`config.mk`:
```
export PLATFORM = sky130hd
export DESIGN_NAME = gbw_ram
export DESIGN_NICKNAME = d
export VERILOG_FILES = /design/src/rtl/gbw_ram.sv
export SDC_FILE = /design/constraint.sdc
export NUM_CORES = 2
export LEC_CHECK = 0
export ABC_AREA = 0
export BUFFER_PORTS_ARGS = -buffer_cell sky130_fd_sc_hd__buf_2
export CAP_MARGIN = 10
export CORE_ASPECT_RATIO = 0.75
export CORE_MARGIN = 4
export CORE_UTILIZATION = 30
export CTS_CLUSTER_SIZE = 24
export DETAILED_ROUTE_END_ITERATION = 12
export SETUP_SLACK_MARGIN = 0.4
export SYNTH_ARGS = -nofsm -noshare
export SYNTH_HDL_FRONTEND = slang
export SYNTH_SLANG_ARGS = --single-unit
```
`constraint.sdc`:
```
create_clock -name i_clk -period 3.5 [get_ports i_clk]
set_clock_uncertainty 0.2 [all_clocks]
set_input_delay 0.175 -clock i_clk [delete_from_list [all_inputs] [get_ports i_clk]]
set_output_delay 0.175 -clock i_clk [all_outputs]
set_load 0.01 [all_outputs]
```
`src/rtl/gbw_ram.sv`:
```
// Generic single-port RAM with registered read data.
// No dependencies.
module gbw_ram #(
    parameter int  WIDTH = 8,
    parameter int  DEPTH = 256,
    localparam int AW    = $clog2(DEPTH)
) (
    input  logic             i_clk,
    input  logic             i_we,
    input  logic [AW-1:0]    i_addr,
    input  logic [WIDTH-1:0] i_wdata,
    output logic [WIDTH-1:0] o_rdata
);

    logic [WIDTH-1:0] r_mem [DEPTH];
    logic [WIDTH-1:0] r_rdata;

    always_ff @(posedge i_clk) begin
        if (i_we) begin
            r_mem[i_addr] <= i_wdata;
        end
        r_rdata <= r_mem[i_addr];
    end

    assign o_rdata = r_rdata;

endmodule

```
Word-level counts from Yosys, hierarchy flattened
Memories as Yosys holds them, arrays and structs flattened. A register that Yosys moved wholly into a read port is not among the register bits.
Cells that the tools add are included.
- input port bits: 18
- bits in writable memories: 2048
- word-level logic and storage cells: 3
- memories: 1
- bits in registers: 0
- output and inout bits: 8
- muxes and demuxes: 2
- memory list (name ; depth ; bits a word ; read ports ; clocked after Yosys merged registers in ; wr ports ; line ; RTL):
    r_mem ; 256 ; 8 ; 1 ; 1 ; 1 ; 15 ; logic [WIDTH-1:0] r_mem [DEPTH];
- operator list (kind ; number):
    $mux W1 ; 2

Depth between registers and ports, before layout
- depth in word-level cells: 2
- mapped depth: 10
- gate-level depth less buffers: 5

Least setup slack after synthesis
OpenSTA, ideal clock, no wires.
- kind: input -> register
- from: in i_addr[1]
- to: mem r_mem[111][0] (enable)
- arrival time: 2.024 ns
- buffers on the path: 5
- library setup time: 0.370 ns
- slack: 0.906 ns
- stages on the path: 9
- data required time: 2.930 ns
- path through: buf_2 -> clkbuf_1 -> clkbuf_1 -> nand2_1 -> buf_2 -> nor2_1 -> nand2_1 -> clkbuf_1 -> nor2_1
- RTL lines (what ; line ; RTL):
    start, declared ; 10 ; input logic [AW-1:0] i_addr,
    end, declared ; 15 ;
Straight into the memory's write port.

==> results.py <==
metrics = {
    "global_route": {
        "gr-usage-all-layers_pct": 14.9,
        "grt_pass1_vias": 39100,
        "grt_first_pass_wirelength_um": 293000,
        "overflow": 0,
        "antenna_found_initial": 10,
        "grt_max_degree": 137,
    },
    "routing": {
        "via_count": 39600,
        "drt-vias-per-instance": 5.19,
        "drc": 0,
        "postRouteWirelength_um": 205000,
        "antenna_violating_nets_post_route": 0,
        "post_drt_wl_per_cell_um": 26.8,
        "drtIter0Drc": 5063,
        "first_pass_iters": 5,
    },
    "synth": {
        "ys_types": 22,
        "ys_seq_area_share_pct": 78.6,
        "syn_inst": 3547,
        "synth.ff_latch_count": 2056,
        "syn_area_per_cell_sq_um": 22.1,
        "syn-num-nets": 3565,
        "synth_warnings": 0,
        "netlist_area_sq_um": 78500,
    },
    "placement": {
        "place_congestion": 0.805,
        "placedCellCount": 7292,
        "port_buffers": 25,
        "place_area_sq_um": 86400,
        "hpwlAfterDp_um": 129000,
    },
    "layout": {
        "final_common_cell": "edfxtp_1",
        "area_delta_synth_final_pct": 17.3,
        "drive_above_1_share_pct": 30.8,
        "fill_cells": 23700,
        "final_cell_mix": "edfxtp_1 (2048), mux4_2 (512), buf_4 (459)",
        "fin_area_sq_um": 92100,
        "nets": 4067,
        "instances_no_fill": 7626,
        "utilization_pct": 35.4,
    },
    "timing": {
        "setup_viol": 0,
        "fmax_mhz": 346,
        "rsz0062_at_grt": "no",
        "fin_crit_ps": 2890,
        "fin_hold_ws_ps": 73.5,
        "final_hold_viol_count": 0,
        "relSlewSlack_pct": 21.8,
        "period_share_pct": 82.7,
        "drv_slew": 0,
        "tightest_slew_ps": 1170,
    },
    "worst_setup_path": {
        "cp_max_fo": 1,
        "cp.required_ps": 3990,
        "rr_endpoint": "o_rdata[7]",
        "rrSetupSlack_ps": 610,
        "critPathArrivalTime_ps": 3380,
        "worst_setup_path_start_kind": "flop",
        "critPathCaptureType": "flop",
        "worstSetupPathType": "flop to flop",
        "regToRegStartpoint": "r_mem[218][7]",
        "reg2regPathDepth": 6,
    },
    "power_and_ir_drop": {
        "power_mw": 49.0,
        "cellPowerDensity_nw_per_um2": 533,
        "leakage_nw": 28.4,
        "vdd_drop_max_mv": 0.405,
    },
    "clock_network": {
        "cts_max_path_buffers": 4,
        "root_buffer": "clkbuf_16",
        "cts_buffers": 186,
        "htree_num_levels": 4,
        "cts_setup_buffers": 0,
        "clk_pin_slew_ps": 60,
        "clk_latency_ps": 840,
        "cts_tree": "done",
        "clock_sinks": 2056,
    },
    "status": {
        "status": "completed",
    },
    "min_path": {
        "min_to": "r_mem[163][0]",
        "hp-class": "primary input to flop",
        "hold_start": "i_addr[2]",
        "hold_depth": 4,
    },
    "floorplanning": {
        "start_util_pct": 30.2,
        "io_pins": 26,
        "std_cell_rows": 162,
        "die-height_um": 451,
        "die_x_um": 599,
        "dieArea_sq_um": 270000,
        "coreArea_sq_um": 260000,
    },
    "flow_run": {
        "cap_violations": 0,
    },
}
routing by layer:
layer	share of wire [%]	vias to the layer above	track usage (%)
li1	-	16000	-
met1	45	21300	23.4
met2	44	1949	21.2
met3	9.4	245	3.15
met4	1.7	0	2.79
met5	0	-	0
state kept, by name (all words and copies together) (netlist names):
signal and cells:
o_rdata 8, r_mem 2048
final cells by class:
cell class              instances  area [sq um]  share of cell area (%)
diodes                          2          5.00                 0.00543
clock buffers                 234          4840                    5.26
clock inverters                85           707                   0.768
inverters                       1          3.75                 0.00408
multi-input cells            1258         15800                    17.1
flip-flops and latches       2056         61700                    66.9
well taps                    3444          4310                    4.68
repair buffers                546          4780                    5.19
stage by stage:
step / worst slack, ps / TNS, ps
3_3_place_gp: -925 / -1490
5_1_grt: 532 / 0
2_1_floorplan: 906 / 0
6_report: 606 / 0
4_1_cts: 504 / 0
3_5_place_dp: -228 / -460
report_power, final:
group | switching (mW) | leakage [nW] | internal [mW] | total, mW
registers | 0.0303 | 18.5 | 27.1 | 27.2
clock network | 8.76 | 2.72 | 10.6 | 19.4
logic | 1.61 | 7.16 | 0.927 | 2.53
critical path, stage by stage, from the launching register on:
cell and delay [ps]:
edfxtp_1 360, mux4_2 470, a22oi_1 470, a21oi_1 260, o41ai_1 610, buf_4 280
nand4_1 100
Yosys cell counts, drive strengths merged:
| master | instances | area, sq um |
|---|---|---|
| a21oi | 128 | 641 |
| a22oi | 256 | 1920 |
| and2 | 3 | 18.8 |
| buf | 87 | 552 |
| clkbuf | 145 | 544 |
| dfxtp | 8 | 160 |
| edfxtp | 2048 | 61500 |
| inv | 1 | 3.75 |
| mux4 | 512 | 11500 |
| nand2 | 28 | 105 |
| nand2b | 6 | 37.5 |
| nand3 | 13 | 65.1 |
| nand4 | 8 | 50.1 |
| nor2 | 232 | 871 |
| nor2b | 7 | 43.8 |
| nor3 | 30 | 150 |
| o41ai | 32 | 280 |
| or2 | 2 | 12.5 |
| or3 | 1 | 6.26 |
timing repair:
action,CTS,global route
hold endpoints to repair,1553,0
hold buffers,13,0
resized for setup,0,2
setup endpoints to repair,0,2
kinds of logic after synthesis:
kind of cell | count (synthesis) | share of synthesized area, %
and+or+nand+nor | 330 | 1.73
buffers and inverters | 233 | 1.40
DFF | 2056 | 78.6
AOI/OAI and AO/OA | 416 | 3.62
muxes | 512 | 14.7
worst max path at each step:
| stage | from | to | slack, ps | depth (start not counted) |
|---|---|---|---|---|
| 5_1_grt | r_mem[203][5] | o_rdata[5] | 530 | 7 |
| 3_3_place_gp | i_addr[0] | o_rdata[0] | -920 | 9 |
| 6_report | r_mem[218][7] | o_rdata[7] | 610 | 6 |
| 4_1_cts | r_mem[202][6] | o_rdata[6] | 500 | 6 |
| 2_1_floorplan | i_addr[1] | r_mem[111][0] | 910 | 9 |
| 3_5_place_dp | i_addr[0] | o_rdata[3] | -230 | 9 |
Note: power is estimated with default switching activity, not from simulation.
