<file path="src/rtl/gbw_pkg.sv">
// Shared types and constants for the Gaussian blur window unit.
// No dependencies; imported by every module of the block except gbw_ram.
package gbw_pkg;

    localparam int MAX_RADIUS   = 3;
    localparam int TABLE_SIDE   = 2 * MAX_RADIUS + 1;
    localparam int TABLE_DEPTH  = TABLE_SIDE * TABLE_SIDE;
    localparam int WIDX_W       = $clog2(TABLE_DEPTH);
    localparam int MAX_WIDTH    = 256;
    localparam int MAX_HEIGHT   = 256;
    localparam int MAX_COLORS   = 4;
    localparam int STORE_DEPTH  = MAX_WIDTH * MAX_HEIGHT * MAX_COLORS;
    localparam int STORE_AW     = $clog2(STORE_DEPTH);
    localparam int WEIGHT_W     = 18;
    localparam int PIXEL_W      = 8;
    localparam int FRAC_BITS    = 16;
    localparam int PROD_W       = WEIGHT_W + PIXEL_W;
    localparam int ACC_W        = 32;

    localparam logic [1:0] OP_LOAD    = 2'd0;
    localparam logic [1:0] OP_WRITE   = 2'd1;
    localparam logic [1:0] OP_COMPUTE = 2'd2;

    localparam logic [1:0] REG_WIDTH  = 2'd0;
    localparam logic [1:0] REG_HEIGHT = 2'd1;
    localparam logic [1:0] REG_COLORS = 2'd2;
    localparam logic [1:0] REG_RADIUS = 2'd3;

    typedef enum logic [1:0] {
        ST_IDLE,
        ST_RUN,
        ST_DRAIN,
        ST_RESULT
    } t_state;

    typedef struct packed {
        logic [8:0] w;
        logic [8:0] h;
        logic [2:0] nc;
        logic [1:0] rad;
    } t_geom;

    typedef struct packed {
        logic clear;
        logic tap;
        logic last;
    } t_mac_ctrl;

    typedef struct packed {
        logic       done;
        logic [7:0] blurred;
        logic       saturated;
    } t_mac_stat;

endpackage

</file>
<file path="src/rtl/gbw_mac.sv">
// Shared multiply-accumulate unit: one weight*pixel per cycle, then clamp.
// Depends on gbw_pkg.
module gbw_mac (
    input  logic                       i_clk,
    input  logic                       i_rst_n,
    input  gbw_pkg::t_mac_ctrl         i_ctrl,
    input  logic [gbw_pkg::WEIGHT_W-1:0] i_weight,
    input  logic [gbw_pkg::PIXEL_W-1:0]  i_pixel,
    output gbw_pkg::t_mac_stat         o_stat
);
    import gbw_pkg::*;

    logic              r_tap1, r_last1;
    logic              r_last2;
    logic [PROD_W-1:0] r_prod;
    logic [ACC_W-1:0]  r_acc;
    logic              r_done;
    logic [ACC_W-FRAC_BITS-1:0] whole;
    logic              sat;

    always_ff @(posedge i_clk) begin
        if (!i_rst_n || i_ctrl.clear) begin
            r_tap1  <= 1'b0;
            r_last1 <= 1'b0;
            r_last2 <= 1'b0;
            r_prod  <= '0;
            r_acc   <= '0;
            r_done  <= 1'b0;
        end else begin
            r_tap1  <= i_ctrl.tap;
            r_last1 <= i_ctrl.last;
            r_prod  <= r_tap1 ? PROD_W'(i_weight) * PROD_W'(i_pixel) : '0;
            r_last2 <= r_last1;
            r_acc   <= r_acc + ACC_W'(r_prod);
            r_done  <= r_last2;
        end
    end

    assign whole = r_acc[ACC_W-1:FRAC_BITS];
    assign sat   = |whole[ACC_W-FRAC_BITS-1:8];

    assign o_stat.done      = r_done;
    assign o_stat.saturated = sat;
    assign o_stat.blurred   = sat ? 8'hFF : whole[7:0];

endmodule

</file>
<file path="config.mk">
export PLATFORM = sky130hd
export DESIGN_NAME = gbw_mac
export DESIGN_NICKNAME = d
export VERILOG_FILES = /design/src/rtl/gbw_pkg.sv /design/src/rtl/gbw_mac.sv
export SDC_FILE = /design/constraint.sdc
export NUM_CORES = 1
export LEC_CHECK = 0
export BUFFER_PORTS_ARGS = -buffer_cell sky130_fd_sc_hd__buf_2
export CORE_AREA = 5 5 117 119
export DETAILED_ROUTE_END_ITERATION = 8
export DIE_AREA = 0 0 122 124
export PLACE_DENSITY = 0.81
export SYNTH_ARGS = -nofsm -noshare
export SYNTH_HDL_FRONTEND = slang
export SYNTH_SLANG_ARGS = --single-unit
</file>
<file path="constraint.sdc">
create_clock -name i_clk -period 13.65 [get_ports i_clk]
set_clock_uncertainty 0.2 [all_clocks]
set_input_delay 0.6825 -clock i_clk [delete_from_list [all_inputs] [get_ports i_clk]]
set_output_delay 0.6825 -clock i_clk [all_outputs]
set_load 0.01 [all_outputs]
</file>
-- Word level (Yosys, flattened, before mapping)
Cells that the tools add are included.
- register bits after elaboration: 62
- input port bits: 31
- output and inout port bits: 10
- word-level logic and storage cells: 14
- $add $sub $neg: 1
- multipliers: 1
- multiplexer cells: 1
- bitwise gates (word level): 1
- reduce and logical (&&, ||, !) cells: 4
- operators with widths (kind ; count):
    32-bit by 26-bit adder with 32-bit output ; 1
    18-bit by 8-bit multiplier with 26-bit output ; 1
    8-bit 2-to-1 mux ; 1
    8-bit OR reduction ; 1
    2-bit OR reduction ; 1
    1-bit zero test ; 1
    1-bit logical OR ; 1
    1-bit inverter ; 1

-- Logic depth before layout (Yosys ltp)
- depth after elaboration: 3
- depth in mapped cells: 18
- gate-level depth less buffers: 17

-- Worst setup path before layout
OpenSTA, ideal clock, no wires.
- path type: input-to-reg
- start point: input i_pixel[7] (netlist bit)
- end point: register r_prod[25]
- setup time: 0.123 ns
- arrival: 4.849 ns
- data required time: 13.327 ns
- slack: 8.478 ns
- cell stages on the path: 16
- buffers on the path: 1
- cells stage by stage: clkbuf_1 > nand2_1 > fa_1 > fa_1 > inv_1 > fa_1 > inv_1 > fa_1 > inv_1 > ha_1 > a21oi_1 > a21oi_1 > or4_4 > a32oi_1 > a31oi_1 > mux2i_1
- cells in the longest elaborated chain, start to end: 1
- ends and longest elaborated chain (item ; RTL line ; RTL):
    start: declaration ; gbw_mac.sv:8 ; input logic [gbw_pkg::PIXEL_W-1:0] i_pixel,
    18-bit by 8-bit multiplier with 26-bit output ; gbw_mac.sv:32 ; r_prod <= r_tap1 ? PROD_W'(i_weight) * PROD_W'(i_pixel) : '0;
    end signal: assignment ; gbw_mac.sv:32 ;
    end: declaration ; gbw_mac.sv:15 ; logic [PROD_W-1:0] r_prod;
Every way passes these cells.
A chain may end at the register's enable or synchronous reset.

-- Final worst setup path
Same ends and word-level chain as after synthesis.

==> reports/metrics.csv <==
metric;value;unit
FMAX;191;MHz
CTS Root Cell;clkbuf_16;
Vert. Die Dim;124;µm
DRT Pass-1 Iters;5;
Post-synth ARST share;0;%
Placer Congestion;0.926;
Hold Path Class;flop to flop;
Max Cap Violations;0;
Worst Hold Depth;1;
Iter 0 DRT Violations;378;
kind of critical path;primary input to flop;
DIE AREA;15100;µm²
Arrival @ worst endpoint;5250;ps
Synth Flop Type;dfxtp_1;
crit path max-delay cell type;fa_1;
Fin Setup TNS;0;ps
Worst-Margin Slew;1170;ps
EDFF count, synth;0;
post-CTS sizing;0;
RSZ-0062 raised after global routing;false;
Top cell by count, worst path;fa_1;
Setup Slack @ Placement;8070;ps
GRT Total Usage;23.0;%
Fillers;1048;
Layout area overhead;7.09;%
crit path from;i_pixel[7];
synth top area cells;fa_1 24%, dfxtp_1 16%, ha_1 11%;
Hold EP;r_done;
port bufs;40;
global-route wire length before repair;28200;µm
area leader, netlist;fa_1;
Power Dens Cells;131;nW/µm²
path depth of the worst reg2reg path;8;
layout cells sized above 1;8.56;%
Finish-stage setup viols;0;
Final Hold Fails;0;
slew margin rel.;22.3;%
Via density;5.48;
ANT nets after route;0;
crit-path max cell delay;550;ps
Sink Count;62;
pin count of the biggest net entering global routing;30;
total number of vias;6123;
H-tree Lvls;3;
cts bufs inserted;9;
Post-Syn Nets;1115;
Worst Path Required;13670;ps
clock-pin slew on the worst setup and hold paths;50;ps
GRT Residual Overflow;0;
Clock Path Buffers;2;
Tmin final;5230;ps
Seq/Total Area, Yosys;15.6;%
Ports;41;
CTS tree;yes;
maximum vdd drop;0.0000611;V
Setup Buffers After CTS;0;
Avg Cell Area, Syn;8.68;µm²
synth unique cells;64;
initial antenna violation count;0;
Reg2Reg Launch Point;r_prod[18];
routed length per instance;14.3;µm
Initial Util;63.7;%
Crit Path Max Fanout;18;
synthesized instance count;915;
worst-skew pair later-pin latency;340;ps
register bit count reported by yosys;62;
Util after Layout;68.2;%
synthesized area;7940;µm²
hold_sp;r_last2;
crit-path cells;buf_2, nand2_1, fa_1, fa_1, inv_1, fa_1, inv_1, fa_1, inv_1, ha_1, a21oi_1, a21oi_1, or4_4, a32oi_1, a31oi_1, mux2i_1;
# hold bufs at CTS;0;
antenna cells;0;
Final nets;1142;
HPWL Detailed;13000;µm
core area;12500;µm²
CP endpoint kind;flop;
Critical Path Source Type;primary input;
PnR worst setup slack;8420;ps
Final period util;38.3;%
P_leak;4.00;nW
Slew Viols, Final;0;
vias in the first global route;6127;
register-to-register path setup slack;10880;ps
FP Rows;41;
Reg2Reg Capture Point;r_acc[27];
status;finished clean;
post-synth top area share;24.5;%
total routed wirelength;16000;µm
Die X;122;µm
Synth Warn #;0;
# DRC;0;
registers in the layout, summed over array words and instances (netlist names):
register  flops
r_acc        32
r_done        1
r_last1       1
r_last2       1
r_prod       26
r_tap1        1
kinds of logic (layout without fill, tap and decap cells):
family	Yosys count	count (layout)	share of synthesized area, %
buffers and inverters	146	177	7.19
adders and majority gates	169	169	35.8
AOI/OAI and AO/OA	151	151	13.4
and+or+nand+nor	353	353	24.2
DFF	62	62	15.6
xor gates and xnor gates	30	30	3.31
muxes	4	4	0.504
layout by cell type (no fill, tap or decap), drive strengths merged, types with 5 or more instances in the layout:
cell and instances:
nand4 5, o21ai 31, nand3 18, a211oi 7, o21a 11, nand2b 10
o31ai 6, fa 97, and3 10, buf 41, a21oi 40, clkbuf 10
dfxtp 62, and2 138, nor3 23, xnor2 13, a31oi 6, nor2b 9
ha 72, o211ai 9, or2 10, a21o 12, inv 121, nand2 60
nor2 53, xor2 17
final cells by class:
class	count	area (µm²)	area share, %
Sequential cell	62	1240	14.6
Inverter	121	454	5.34
Timing Repair Buffer	41	208	2.44
Clock inverter	5	27.5	0.324
Multi-Input combinational cell	707	6130	72.1
Tap cell	172	215	2.53
Clock buffer	10	229	2.69
Yosys cell counts, types with 8 or more instances:
library cell and number:
o21ai_0 24, and3_1 10, or2_2 10, a21o_1 12, nand3_1 18, nand2_1 58, inv_1 121, dfxtp_1 62
fa_1 97, nor2_1 52, nand2b_1 10, clkbuf_1 18, nor3_1 23, xnor2_1 13, xor2_1 17, o211ai_1 8
ha_1 72, a21oi_1 39, o21a_1 11, nor2b_1 9, and2_1 138
layer usage:
layer / GRT usage [%] / vias to the layer above / routed length (µm)
met4: 5.74 / 0 / 211
li1: - / 3064 / -
met1: 31.3 / 2906 / 7550
met2: 39.0 / 133 / 7490
met5: 0 / - / 0
met3: 3.18 / 20 / 732
critical path: cells and delay by family:
family | cells | cell delay, ps
AO/OA/AOI/OAI | 4 | 900
adder cells (fa/ha/maj) | 5 | 2480
buffers and inverters | 4 | 400
multiplexers | 1 | 130
AND/OR/NAND/NOR | 2 | 660
per-stage QoR:
stage | hold WS, ps | instance area [µm²] | power, mW | cells
after floorplan | 206 | 7940 | 0.777 | 915
after global placement | 209 | 8250 | 0.903 | 1103
after detailed placement | 214 | 8250 | 0.914 | 1103
after CTS | 226 | 8500 | 1.11 | 1118
after global routing | 265 | 8500 | 1.24 | 1118
final | 222 | 8500 | 1.11 | 1118
report_power, final:
| part | switching (mW) | total (mW) | internal [mW] | leakage [nW] |
|---|---|---|---|---|
| Combinational | 0.416 | 0.722 | 0.306 | 3.37 |
| Sequential | 0.00317 | 0.191 | 0.188 | 0.500 |
| Clock | 0.0773 | 0.197 | 0.120 | 0.128 |
how the worst max path moves through the flow:
stage	endpoint	cells past startpoint	slack [ps]
after floorplan	r_prod[25]	16	8480
after global placement	r_prod[25]	16	8160
after detailed placement	r_prod[24]	17	8070
after CTS	r_prod[24]	17	8410
after global routing	r_prod[24]	17	7990
final	r_prod[25]	16	8420
Power figures use the tool's default switching activity.
