<file path="src/rtl/gbw_pkg.sv">
// Shared types and constants for the Gaussian blur window unit.
// No dependencies; imported by every module of the block except gbw_ram.
package gbw_pkg;

    localparam int MAX_RADIUS   = 3;
    localparam int TABLE_SIDE   = 2 * MAX_RADIUS + 1;
    localparam int TABLE_DEPTH  = TABLE_SIDE * TABLE_SIDE;
    localparam int WIDX_W       = $clog2(TABLE_DEPTH);
    localparam int MAX_WIDTH    = 256;
    localparam int MAX_HEIGHT   = 256;
    localparam int MAX_COLORS   = 4;
    localparam int STORE_DEPTH  = MAX_WIDTH * MAX_HEIGHT * MAX_COLORS;
    localparam int STORE_AW     = $clog2(STORE_DEPTH);
    localparam int WEIGHT_W     = 18;
    localparam int PIXEL_W      = 8;
    localparam int FRAC_BITS    = 16;
    localparam int PROD_W       = WEIGHT_W + PIXEL_W;
    localparam int ACC_W        = 32;

    localparam logic [1:0] OP_LOAD    = 2'd0;
    localparam logic [1:0] OP_WRITE   = 2'd1;
    localparam logic [1:0] OP_COMPUTE = 2'd2;

    localparam logic [1:0] REG_WIDTH  = 2'd0;
    localparam logic [1:0] REG_HEIGHT = 2'd1;
    localparam logic [1:0] REG_COLORS = 2'd2;
    localparam logic [1:0] REG_RADIUS = 2'd3;

    typedef enum logic [1:0] {
        ST_IDLE,
        ST_RUN,
        ST_DRAIN,
        ST_RESULT
    } t_state;

    typedef struct packed {
        logic [8:0] w;
        logic [8:0] h;
        logic [2:0] nc;
        logic [1:0] rad;
    } t_geom;

    typedef struct packed {
        logic clear;
        logic tap;
        logic last;
    } t_mac_ctrl;

    typedef struct packed {
        logic       done;
        logic [7:0] blurred;
        logic       saturated;
    } t_mac_stat;

endpackage

</file>
<file path="src/rtl/gbw_seq.sv">
// Sequencer: request decode, store write strobes and window tap walk.
// Depends on gbw_pkg.
module gbw_seq (
    input  logic                          i_clk,
    input  logic                          i_rst_n,
    input  logic                          i_accept,
    input  logic [1:0]                    i_operation,
    input  logic [7:0]                    i_col,
    input  logic [7:0]                    i_row,
    input  logic [1:0]                    i_channel,
    input  logic [2:0]                    i_weight_row_offset,
    input  logic [2:0]                    i_weight_col_offset,
    input  gbw_pkg::t_geom                i_geom,
    input  logic                          i_mac_done,
    input  logic                          i_slot_free,
    output logic                          o_busy,
    output logic                          o_frame_we,
    output logic [gbw_pkg::STORE_AW-1:0]  o_frame_addr,
    output logic                          o_weight_we,
    output logic [gbw_pkg::WIDX_W-1:0]    o_weight_addr,
    output gbw_pkg::t_mac_ctrl            o_mac_ctrl,
    output logic                          o_out_load
);
    import gbw_pkg::*;

    t_state     r_state, n_state;
    logic [2:0] r_dr, r_dc;
    logic [7:0] r_row, r_col;
    logic [1:0] r_ch, r_rad;
    logic [2:0] span;
    logic       in_image, is_compute, last_tap;
    logic [9:0] tap_row, tap_col;
    logic       tap_ok;
    logic [2:0] wt_row, wt_col;
    logic [WIDX_W-1:0] run_widx, load_widx;

    assign in_image = ({1'b0, i_col} < i_geom.w) && ({1'b0, i_row} < i_geom.h)
                   && ({1'b0, i_channel} < i_geom.nc);
    assign is_compute = i_accept && (i_operation == OP_COMPUTE);

    assign span     = {r_rad, 1'b0};
    assign last_tap = (r_dr == span) && (r_dc == span);

    assign tap_row = {2'b00, r_row} + {7'b0, r_dr} - {8'b0, r_rad};
    assign tap_col = {2'b00, r_col} + {7'b0, r_dc} - {8'b0, r_rad};
    assign tap_ok  = !tap_row[9] && (tap_row[8:0] < i_geom.h)
                  && !tap_col[9] && (tap_col[8:0] < i_geom.w);

    assign wt_row    = r_dr + 3'(MAX_RADIUS) - {1'b0, r_rad};
    assign wt_col    = r_dc + 3'(MAX_RADIUS) - {1'b0, r_rad};
    assign run_widx  = WIDX_W'(wt_row) * WIDX_W'(TABLE_SIDE) + WIDX_W'(wt_col);
    assign load_widx = WIDX_W'(i_weight_row_offset) * WIDX_W'(TABLE_SIDE)
                     + WIDX_W'(i_weight_col_offset);

    always_comb begin
        n_state = r_state;
        unique case (r_state)
            ST_IDLE: begin
                if (is_compute) begin
                    n_state = in_image ? ST_RUN : ST_RESULT;
                end
            end
            ST_RUN: begin
                if (last_tap) begin
                    n_state = ST_DRAIN;
                end
            end
            ST_DRAIN: begin
                if (i_mac_done) begin
                    n_state = ST_RESULT;
                end
            end
            ST_RESULT: begin
                if (i_slot_free) begin
                    n_state = ST_IDLE;
                end
            end
            default: n_state = ST_IDLE;
        endcase
    end

    always_comb begin
        o_busy         = 1'b1;
        o_frame_we     = 1'b0;
        o_weight_we    = 1'b0;
        o_frame_addr   = {tap_row[7:0], tap_col[7:0], r_ch};
        o_weight_addr  = run_widx;
        o_mac_ctrl     = '0;
        o_out_load     = 1'b0;
        unique case (r_state)
            ST_IDLE: begin
                o_busy         = 1'b0;
                o_frame_addr   = {i_row, i_col, i_channel};
                o_weight_addr  = load_widx;
                o_frame_we     = i_accept && (i_operation == OP_WRITE) && in_image;
                o_weight_we    = i_accept && (i_operation == OP_LOAD)
                              && (i_weight_row_offset < 3'(TABLE_SIDE))
                              && (i_weight_col_offset < 3'(TABLE_SIDE));
                o_mac_ctrl.clear = is_compute;
            end
            ST_RUN: begin
                o_mac_ctrl.tap  = tap_ok;
                o_mac_ctrl.last = last_tap;
            end
            ST_DRAIN: begin
            end
            ST_RESULT: begin
                o_out_load = i_slot_free;
            end
            default: begin
            end
        endcase
    end

    always_ff @(posedge i_clk) begin
        if (!i_rst_n) begin
            r_state <= ST_IDLE;
            r_dr    <= '0;
            r_dc    <= '0;
        end else begin
            r_state <= n_state;
            if (r_state == ST_IDLE) begin
                r_dr <= '0;
                r_dc <= '0;
            end else if (r_state == ST_RUN) begin
                if (r_dc == span) begin
                    r_dc <= '0;
                    r_dr <= r_dr + 3'd1;
                end else begin
                    r_dc <= r_dc + 3'd1;
                end
            end
        end
    end

    always_ff @(posedge i_clk) begin
        if (is_compute && (r_state == ST_IDLE)) begin
            r_row <= i_row;
            r_col <= i_col;
            r_ch  <= i_channel;
            r_rad <= i_geom.rad;
        end
    end

endmodule

</file>
<file path="config.mk">
export PLATFORM = sky130hd
export DESIGN_NAME = gbw_seq
export DESIGN_NICKNAME = d
export VERILOG_FILES = /design/src/rtl/gbw_pkg.sv /design/src/rtl/gbw_seq.sv
export SDC_FILE = /design/constraint.sdc
export NUM_CORES = 1
export LEC_CHECK = 0
export ABC_AREA = 0
export BUFFER_PORTS_ARGS = -buffer_cell sky130_fd_sc_hd__buf_2
export CAP_MARGIN = 20
export CORE_AREA = 2 2 69 121
export DETAILED_ROUTE_END_ITERATION = 12
export DIE_AREA = 0 0 71 123
export PLACE_DENSITY = 0.76
export SLEW_MARGIN = 20
export SYNTH_ARGS = -nofsm -noshare
export SYNTH_HDL_FRONTEND = slang
export SYNTH_SLANG_ARGS = --single-unit
</file>
<file path="constraint.sdc">
create_clock -name i_clk -period 11.3 [get_ports i_clk]
set_input_delay 2.26 -clock i_clk [delete_from_list [all_inputs] [get_ports i_clk]]
set_output_delay 2.26 -clock i_clk [all_outputs]
set_load 0.03 [all_outputs]
</file>
Word level (Yosys, flattened, before mapping)
Cells that the tools add are included.
W data, S select, Z words.
- logic and storage cells: 75
- register bits: 28
- bits of input ports: 54
- output and inout port bits: 31
- multipliers: 2
- equality and inequality tests: 11
- magnitude comparators: 7
- multiplexer cells: 15
- $add $sub $neg: 12
- reductions and logical operators: 20
- bitwise gates (word level): 1
- operators by type and width (cell ; number):
    $sub A9 B2 Y10 ; 2
    $add A8 B3 Y9 ; 2
    $lt A8 B9 Y1 ; 2
    $lt A9 B9 Y1 ; 2
    $mux W18 ; 1
    $logic_and A1 B1 Y1 ; 13
    $add A6 B3 Y6 ; 2
    $mul A3 B3 Y6 const B ; 2
    $mux W2 ; 6
    $ne A2 B2 Y1 const B ; 4
    $pmux W2 S4 ; 1
    $add A3 B1 Y3 const B ; 2
    $add A3 B2 Y3 const B ; 2
    $eq A2 B2 Y1 const B ; 3
    $eq A3 B3 Y1 ; 2
    $lt A3 B3 Y1 const B ; 2
    $mux W6 ; 1
    $sub A3 B2 Y3 ; 2
    $mux W1 ; 5
    $eq A2 B1 Y1 const B ; 2
    $logic_not A2 Y1 ; 2
    $reduce_and A4 Y1 ; 1
    $lt A2 B3 Y1 ; 1
    $mux W3 ; 1
    other kinds (4) ; 5

Logic depth before layout (Yosys ltp)
Gate-level depths: netlist of run 1.
- depth after elaboration: 7
- depth in mapped cells: 16

Worst setup path after synthesis of run 1
No wires, ideal clock.
- kind: input port to output port
- start point: input i_weight_row_offset[0]
- end point: output o_weight_addr[5] (netlist bit)
- arrival: 4.651 ns
- data required time: 9.040 ns
- cell stages on the path: 10
- setup slack: 4.389 ns
- path through: fa_1 inv_1 fa_1 inv_1 fa_1 a21o_1 a21oi_1 xnor2_1 nand2_1 o21ai_0
- word-level cells in the longest chain between the ends: 3
- RTL lines (item ; RTL line ; source):
    start, declared ; gbw_seq.sv:11 ; input logic [2:0] i_weight_row_offset,
    $mul A3 B3 Y6 ; gbw_seq.sv:52 ; assign load_widx = WIDX_W'(i_weight_row_offset) * WIDX_W'(TABLE_SIDE)
    $add A6 B3 Y6 ; gbw_seq.sv:53 ; + WIDX_W'(i_weight_col_offset);
    $mux W6 ; gbw_seq.sv:90 ; unique case (r_state)
    end, declared ; gbw_seq.sv:20 ; output logic [gbw_pkg::WIDX_W-1:0] o_weight_addr,
No other way between the ends.

Worst setup path after layout of run 1
Ends and elaborated chain as after synthesis.

==> results of run 1 <==
[worst max-delay path by stage]
| stage | startpoint | endpoint | slack, ns | cells past startpoint |
|---|---|---|---|---|
| detailed placement | i_weight_row_offset[0] | o_weight_addr[5] | 4.20 | 12 |
| finish | i_weight_row_offset[0] | o_weight_addr[5] | 4.21 | 12 |
| global placement | i_weight_row_offset[0] | o_weight_addr[5] | 4.27 | 12 |
| CTS | i_weight_row_offset[0] | o_weight_addr[5] | 4.20 | 12 |
| floorplan | i_weight_row_offset[0] | o_weight_addr[5] | 4.39 | 10 |
| global route | i_weight_row_offset[0] | o_weight_addr[5] | 4.09 | 12 |
[cells by family (layout without fill, tap and decap cells)]
group	count (synthesis)	count (layout)	share of synthesized area [%]
fa+ha+maj	98	98	34.73
compound gates	87	87	15.22
buf+inv	84	169	8.352
simple gates	81	81	10.73
flops	28	28	20.07
xor+xnor	26	26	6.207
mux	16	16	4.688
[synthesized netlist by cell type, types with 2 or more instances]
cell / n / share of area (%)
ha_1: 86 / 28
inv_1: 79 / 7.8
nand2_1: 25 / 2.5
nor2_1: 23 / 2.3
a21oi_1: 22 / 2.9
edfxtp_1: 20 / 16
o21ai_0: 19 / 2.5
xnor2_1: 16 / 3.7
mux2_2: 14 / 4.2
a21o_1: 13 / 2.6
fa_1: 12 / 6.3
xor2_1: 9 / 2.1
dfxtp_1: 8 / 4.2
nor2b_1: 7 / 1.2
a211oi_1: 4 / 0.79
a31oi_1: 4 / 0.66
nand2b_1: 4 / 0.66
nor3_1: 4 / 0.53
a211o_1: 3 / 0.69
nand3_1: 3 / 0.40
o21bai_1: 3 / 0.59
o22ai_1: 3 / 0.50
o31ai_1: 3 / 0.59
a41oi_1: 2 / 0.46
and2_1: 2 / 0.33
buf_1: 2 / 0.20
mux2i_1: 2 / 0.53
nor4_1: 2 / 0.33
o211ai_1: 2 / 0.40
[metal layers]
metal  vias up  part of all wire (%)
li1       1614                     -
met1      1523                    35
met5         -                     0
met2        85                    56
met3        29                   4.0
met4         0                   5.3
[flip-flops by register name, indices dropped and copies added, names as in the netlist]
| signal | flops |
|---|---|
| r_row | 8 |
| r_rad | 2 |
| r_col | 8 |
| r_state | 2 |
| r_dc | 3 |
| r_dr | 3 |
| r_ch | 2 |
[layout make-up]
cell class	instances	share of cell area, %
tap	90	2.558
sequential	28	17.28
timing repair buffer	85	9.719
multi-input combinational	308	61.61
inverter	80	6.820
clock buffer	4	2.018
[worst max-delay path, cell delays in order]
cell     delay (ns)
buf_2          0.14
fa_1           0.54
inv_1          0.05
fa_1           0.48
inv_1          0.07
fa_1           0.46
a21o_1         0.19
a21oi_1        0.17
xnor2_1        0.14
nand2_1        0.06
o21ai_0        0.08
buf_2          0.22
[power groups by stage]
stage | clock, mW | sequential, mW | combinational (mW)
after floorplan | 0 | 0.128 | 0.365
after global placement | 0 | 0.130 | 0.484
after detailed placement | 0 | 0.130 | 0.496
after CTS | 0.0939 | 0.128 | 0.497
after global routing | 0.0964 | 0.129 | 0.539
final | 0.0905 | 0.128 | 0.493
==> summary.md, run 1 <==
| Metric | Value |
|---|---|
| Status | finished clean |
| Synth unique cells | 53 |
| Most frequent cells in the layout | ha_1 (86), buf_2 (84), inv_1 (79) |
| Worst min path class | register to register |
| Final Cell Area | 4403 um2 |
| Final min period | 7.094 ns |
| Pre-CTS WS | 4.203 ns |
| Met2 Use GR | 40.48% |
| Mapped Area | 3790 um2 |
| Fill cells | 700 |
| Largest net degree at the start of global routing | 24 |
| Clk pin slew, worst setup/hold paths | 0.07 ns |
| Final setup fails | 0 |
| First-pass GRT wire length | 14490 um |
| RSZ-0062 raised after global routing | false |
| Vias/cell | 5.464 |
| Number of synthesized flops with an enable pin | 20 |
| Prevailing post-synth register cell | edfxtp_1 |
| I/O Buffers | 84 |
| GRT Max-Usage Layer | met2 |
| Flop pwr share | 18.0% |
| Worst path required time | 9.04 ns |
| Total GRT Usage | 20.95% |
| RR Endpoint | r_row[4]$_DFFE_PP_ |
| Fin worst setup slack | 4.206 ns |
| Final Hold Fails | 0 |
| Number of post-CTS setup repair buffers | 0 |
| Gp weighted congestion | 0.8622 |
| Sw Share | 50.49% |
| Actual slew at the worst max-slew pin | 1.059 ns |
| Leakage | 2.370 nW |
| Starting Density | 48.58% |
| Met1 Use GR | 20.82% |
| Initial antenna violation count | 0 |
| WL/cell | 14.47 um |
| Final cell count without fillers | 595 |
| Multi-input logic area | 2713 um2 |
| Clock share of power | 12.7% |
| Worst Setup End Kind | output port |
| Synthesized net count | 572 |
| Root Driver | clkbuf_16 |
| Clock Skew | 0.001739 ns |
| Sequential Area | 760.7 um2 |
| Die Width | 71 um |
| Detailed-router iteration count before antenna repair | 4 |
| Fin Setup TNS | 0 ns |
| Reg2reg path depth | 4 |
| Slack of the worst reg-to-reg path | 8.83 ns |
| Hold Path Origin | r_state[0]$_SDFFE_PN0P_ |
| Reg2reg start | r_state[0]$_SDFFE_PN0P_ |
| Dpl cells | 591 |
| Die area | 8733 um2 |
| I/O pin count | 85 |
| Placed inst area | 4314 um2 |
| Final hold slack | 0.5583 ns |
| Cell count after synthesis | 420 |
| Asr flop ratio synth | 0% |
| Cts repair resizes | 0 |
| Crit path kind | input pin to output port |
| Arr. time, crit path | 4.83 ns |
| Synth warnings | 0 |
| Share of layout cells above drive strength 1 | 22.38% |
| Avg Cell Area, Syn | 9.024 um2 |
| Startpoint types | input pin |
| Core Region | 7801 um2 |
| Pwr dens | 161.6 nW/um2 |
| Slew margin rel. | 29.40% |
| Via count | 3251 |
| Hold_buf cts | 0 |
| Final nets | 658 |
| Clk Latency, worst-skew pair | 0.27 ns |
| Area Overhead vs Synth | 16.18% |
| Met3 usage | 2.200% |
| Antenna diodes | 0 |
| Max Clk Rate | 141.0 MHz |
| CTS H-tree lvls | 1 |
| Pins over their slew limit | 0 |
| Remaining global-route overflow | 0 |
| CTS tree | yes |
| Post-route clock period utilization | 62.78% |
| Total power | 0.7114 mW |
| Yosys reg bits | 28 |
| Vias in the first global route | 3348 |
| Clock buffer depth | 2 |
| Max-cap violations | 0 |
| Detail Placement HPWL | 7563 um |
| Pint | 0.3522 mW |
| CTS Buf Count | 3 |
| Post-layout util | 56.44% |
| Sink Count | 28 |
| Crit Path Max Fanout | 5 |
| Sequential area share after synthesis | 20.07% |
| WHS Path Cells | 2 |
| Max rail drop VDD | 0.0001135 V |
| Hold Path Sink | r_state[0]$_SDFFE_PN0P_ |
| DRT Wirelength | 8609 um |
| Std cell rows | 43 |
| Switching Power | 0.3592 mW |
| Chip height | 123 um |
| Number of remaining DRC errors | 0 |
| Combinational share of power | 69.3% |
| Commonest non-fill, non-tap cell in the layout | ha_1 |
| Starting DRC count in detailed routing | 82 |
| Final antenna-violating net count | 0 |
(Power assumes the default switching activity.)
==> run 2: changes to the inputs <==
clock period = 7.1 ns   (was 11.3 ns; I/O delays follow)
==> summary.md, run 2 (synthesized netlist as in run 1, its figures left out) <==
| Metric | Value |
|---|---|
| Status | finished clean |
| Initial antenna violation count | 0 |
| Final hold slack | 0.5709 ns |
| Commonest non-fill, non-tap cell in the layout | ha_1 |
| Reg2reg path depth | 8 |
| CTS tree | yes |
| Reg2reg start | r_state[0]$_SDFFE_PN0P_ |
| Clk pin slew, worst setup/hold paths | 0.07 ns |
| First-pass GRT wire length | 14860 um |
| Clock buffer depth | 2 |
| Crit path kind | register to output port |
| Die area | 8733 um2 |
| Final setup fails | 0 |
| Cts repair resizes | 0 |
| Final min period | 5.812 ns |
| Worst Setup End Kind | output port |
| Largest net degree at the start of global routing | 29 |
| Area Overhead vs Synth | 16.80% |
| Die Width | 71 um |
| Leakage | 2.383 nW |
| RSZ-0062 raised after global routing | false |
| Starting DRC count in detailed routing | 116 |
| Via count | 3270 |
| Arr. time, crit path | 4.39 ns |
| Final Hold Fails | 0 |
| Total GRT Usage | 21.44% |
| Dpl cells | 592 |
| Max rail drop VDD | 0.0001810 V |
| Remaining global-route overflow | 0 |
| Pins over their slew limit | 0 |
| Vias/cell | 5.487 |
| Sink Count | 28 |
| DRT Wirelength | 8893 um |
| RR Endpoint | r_state[1]$_SDFFE_PN0P_ |
| Slack of the worst reg-to-reg path | 4.83 ns |
| Share of layout cells above drive strength 1 | 22.53% |
| Detailed-router iteration count before antenna repair | 4 |
| Top Layer Used | met4 |
| Routed met3 length | 309 um |
| Worst path required time | 5.68 ns |
| Clk Latency, worst-skew pair | 0.27 ns |
| Std cell rows | 43 |
| CTS Buf Count | 3 |
| Post-route clock period utilization | 81.87% |
| Fin Setup TNS | 0 ns |
| Most frequent cells in the layout | ha_1 (86), buf_2 (84), inv_1 (79) |
| Hold_buf cts | 0 |
| Root Driver | clkbuf_16 |
| Core Region | 7801 um2 |
| Detail Placement HPWL | 7592 um |
| WL/cell | 14.92 um |
| Fill cells | 697 |
| Worst min path class | register to register |
| CTS H-tree lvls | 1 |
| Starting Density | 48.58% |
| Pwr dens | 263.2 nW/um2 |
| Number of post-CTS setup repair buffers | 0 |
| Number of remaining DRC errors | 0 |
| Metal2 WL | 4968 um |
| I/O Buffers | 84 |
| Chip height | 123 um |
| Max Clk Rate | 172.0 MHz |
| Slew margin rel. | 62.69% |
| Actual slew at the worst max-slew pin | 0.5583 ns |
| I/O pin count | 85 |
| Max-cap violations | 0 |
| Top Registers | r_col (8), r_row (8) |
| Hold Path Sink | r_state[0]$_SDFFE_PN0P_ |
| Startpoint types | register |
| WHS Path Cells | 2 |
| Clock Skew | 0.001305 ns |
| Hold Path Origin | r_state[0]$_SDFFE_PN0P_ |
| Final cell count without fillers | 596 |
| Metal-1 WL | 3177 um |
| Antenna diodes | 0 |
| Final nets | 659 |
| Crit Path Max Fanout | 5 |
| Gp weighted congestion | 0.8662 |
| Vias in the first global route | 3450 |
| Final antenna-violating net count | 0 |
run 2: metal layers:
| layer | GRT usage, % | vias to the layer above |
|---|---|---|
| met2 | 43.28 | 93 |
| met5 | 0 | - |
| met1 | 20.09 | 1527 |
| li1 | - | 1621 |
| met3 | 2.200 | 29 |
| met4 | 12.38 | 0 |
run 2: worst max path at each step:
| stage | startpoint | to | slack [ns] |
|---|---|---|---|
| floorplan | r_rad[1]$_DFFE_PP_ | o_weight_addr[5] | 1.53 |
| global placement | r_rad[1]$_DFFE_PP_ | o_weight_addr[5] | 1.73 |
| detailed placement | r_rad[1]$_DFFE_PP_ | o_weight_addr[5] | 1.58 |
| CTS | r_rad[1]$_DFFE_PP_ | o_weight_addr[5] | 1.27 |
| global route | r_rad[1]$_DFFE_PP_ | o_weight_addr[5] | 1.05 |
| finish | r_rad[1]$_DFFE_PP_ | o_weight_addr[5] | 1.29 |
run 2: per-stage QoR:
stage               utilization [%]  instance area, um2  setup WS (ns)  power (mW)
floorplan                         -                3790          1.528      0.7844
global placement              55.40                4322          1.727      0.9792
detailed placement            55.40                4322          1.577      0.9949
CTS                           56.74                4427          1.268       1.172
global route                  56.74                4427          1.052       1.249
finish                        56.74                4427          1.288       1.165
run 2: worst max-delay path, stage by stage, from the launching register on:
cell and delay [ns]:
edfxtp_1 0.49, inv_1 0.10, ha_1 0.28, ha_1 0.22, xnor2_1 0.14, xnor2_1 0.28, inv_1 0.15, fa_1 0.55
inv_1 0.05, fa_1 0.49, inv_1 0.07, fa_1 0.46, a21o_1 0.20, a21oi_1 0.17, xor2_1 0.19, o21ai_0 0.09
buf_2 0.19
run 2: cell type report:
type | count | area [um2] | area share (%)
Multi-Input combinational cell | 308 | 2713 | 61.28
Sequential cell | 28 | 760.7 | 17.18
Timing Repair Buffer | 86 | 435.4 | 9.836
Inverter | 80 | 300.3 | 6.783
Tap cell | 90 | 112.6 | 2.544
Clock buffer | 3 | 75.07 | 1.696
Clock inverter | 1 | 30.03 | 0.6783
run 2: where the power goes:
group	total, mW	internal (mW)	switching [mW]
Combinational	0.786	0.280	0.507
Sequential	0.204	0.192	0.0118
Clock	0.175	0.113	0.0622
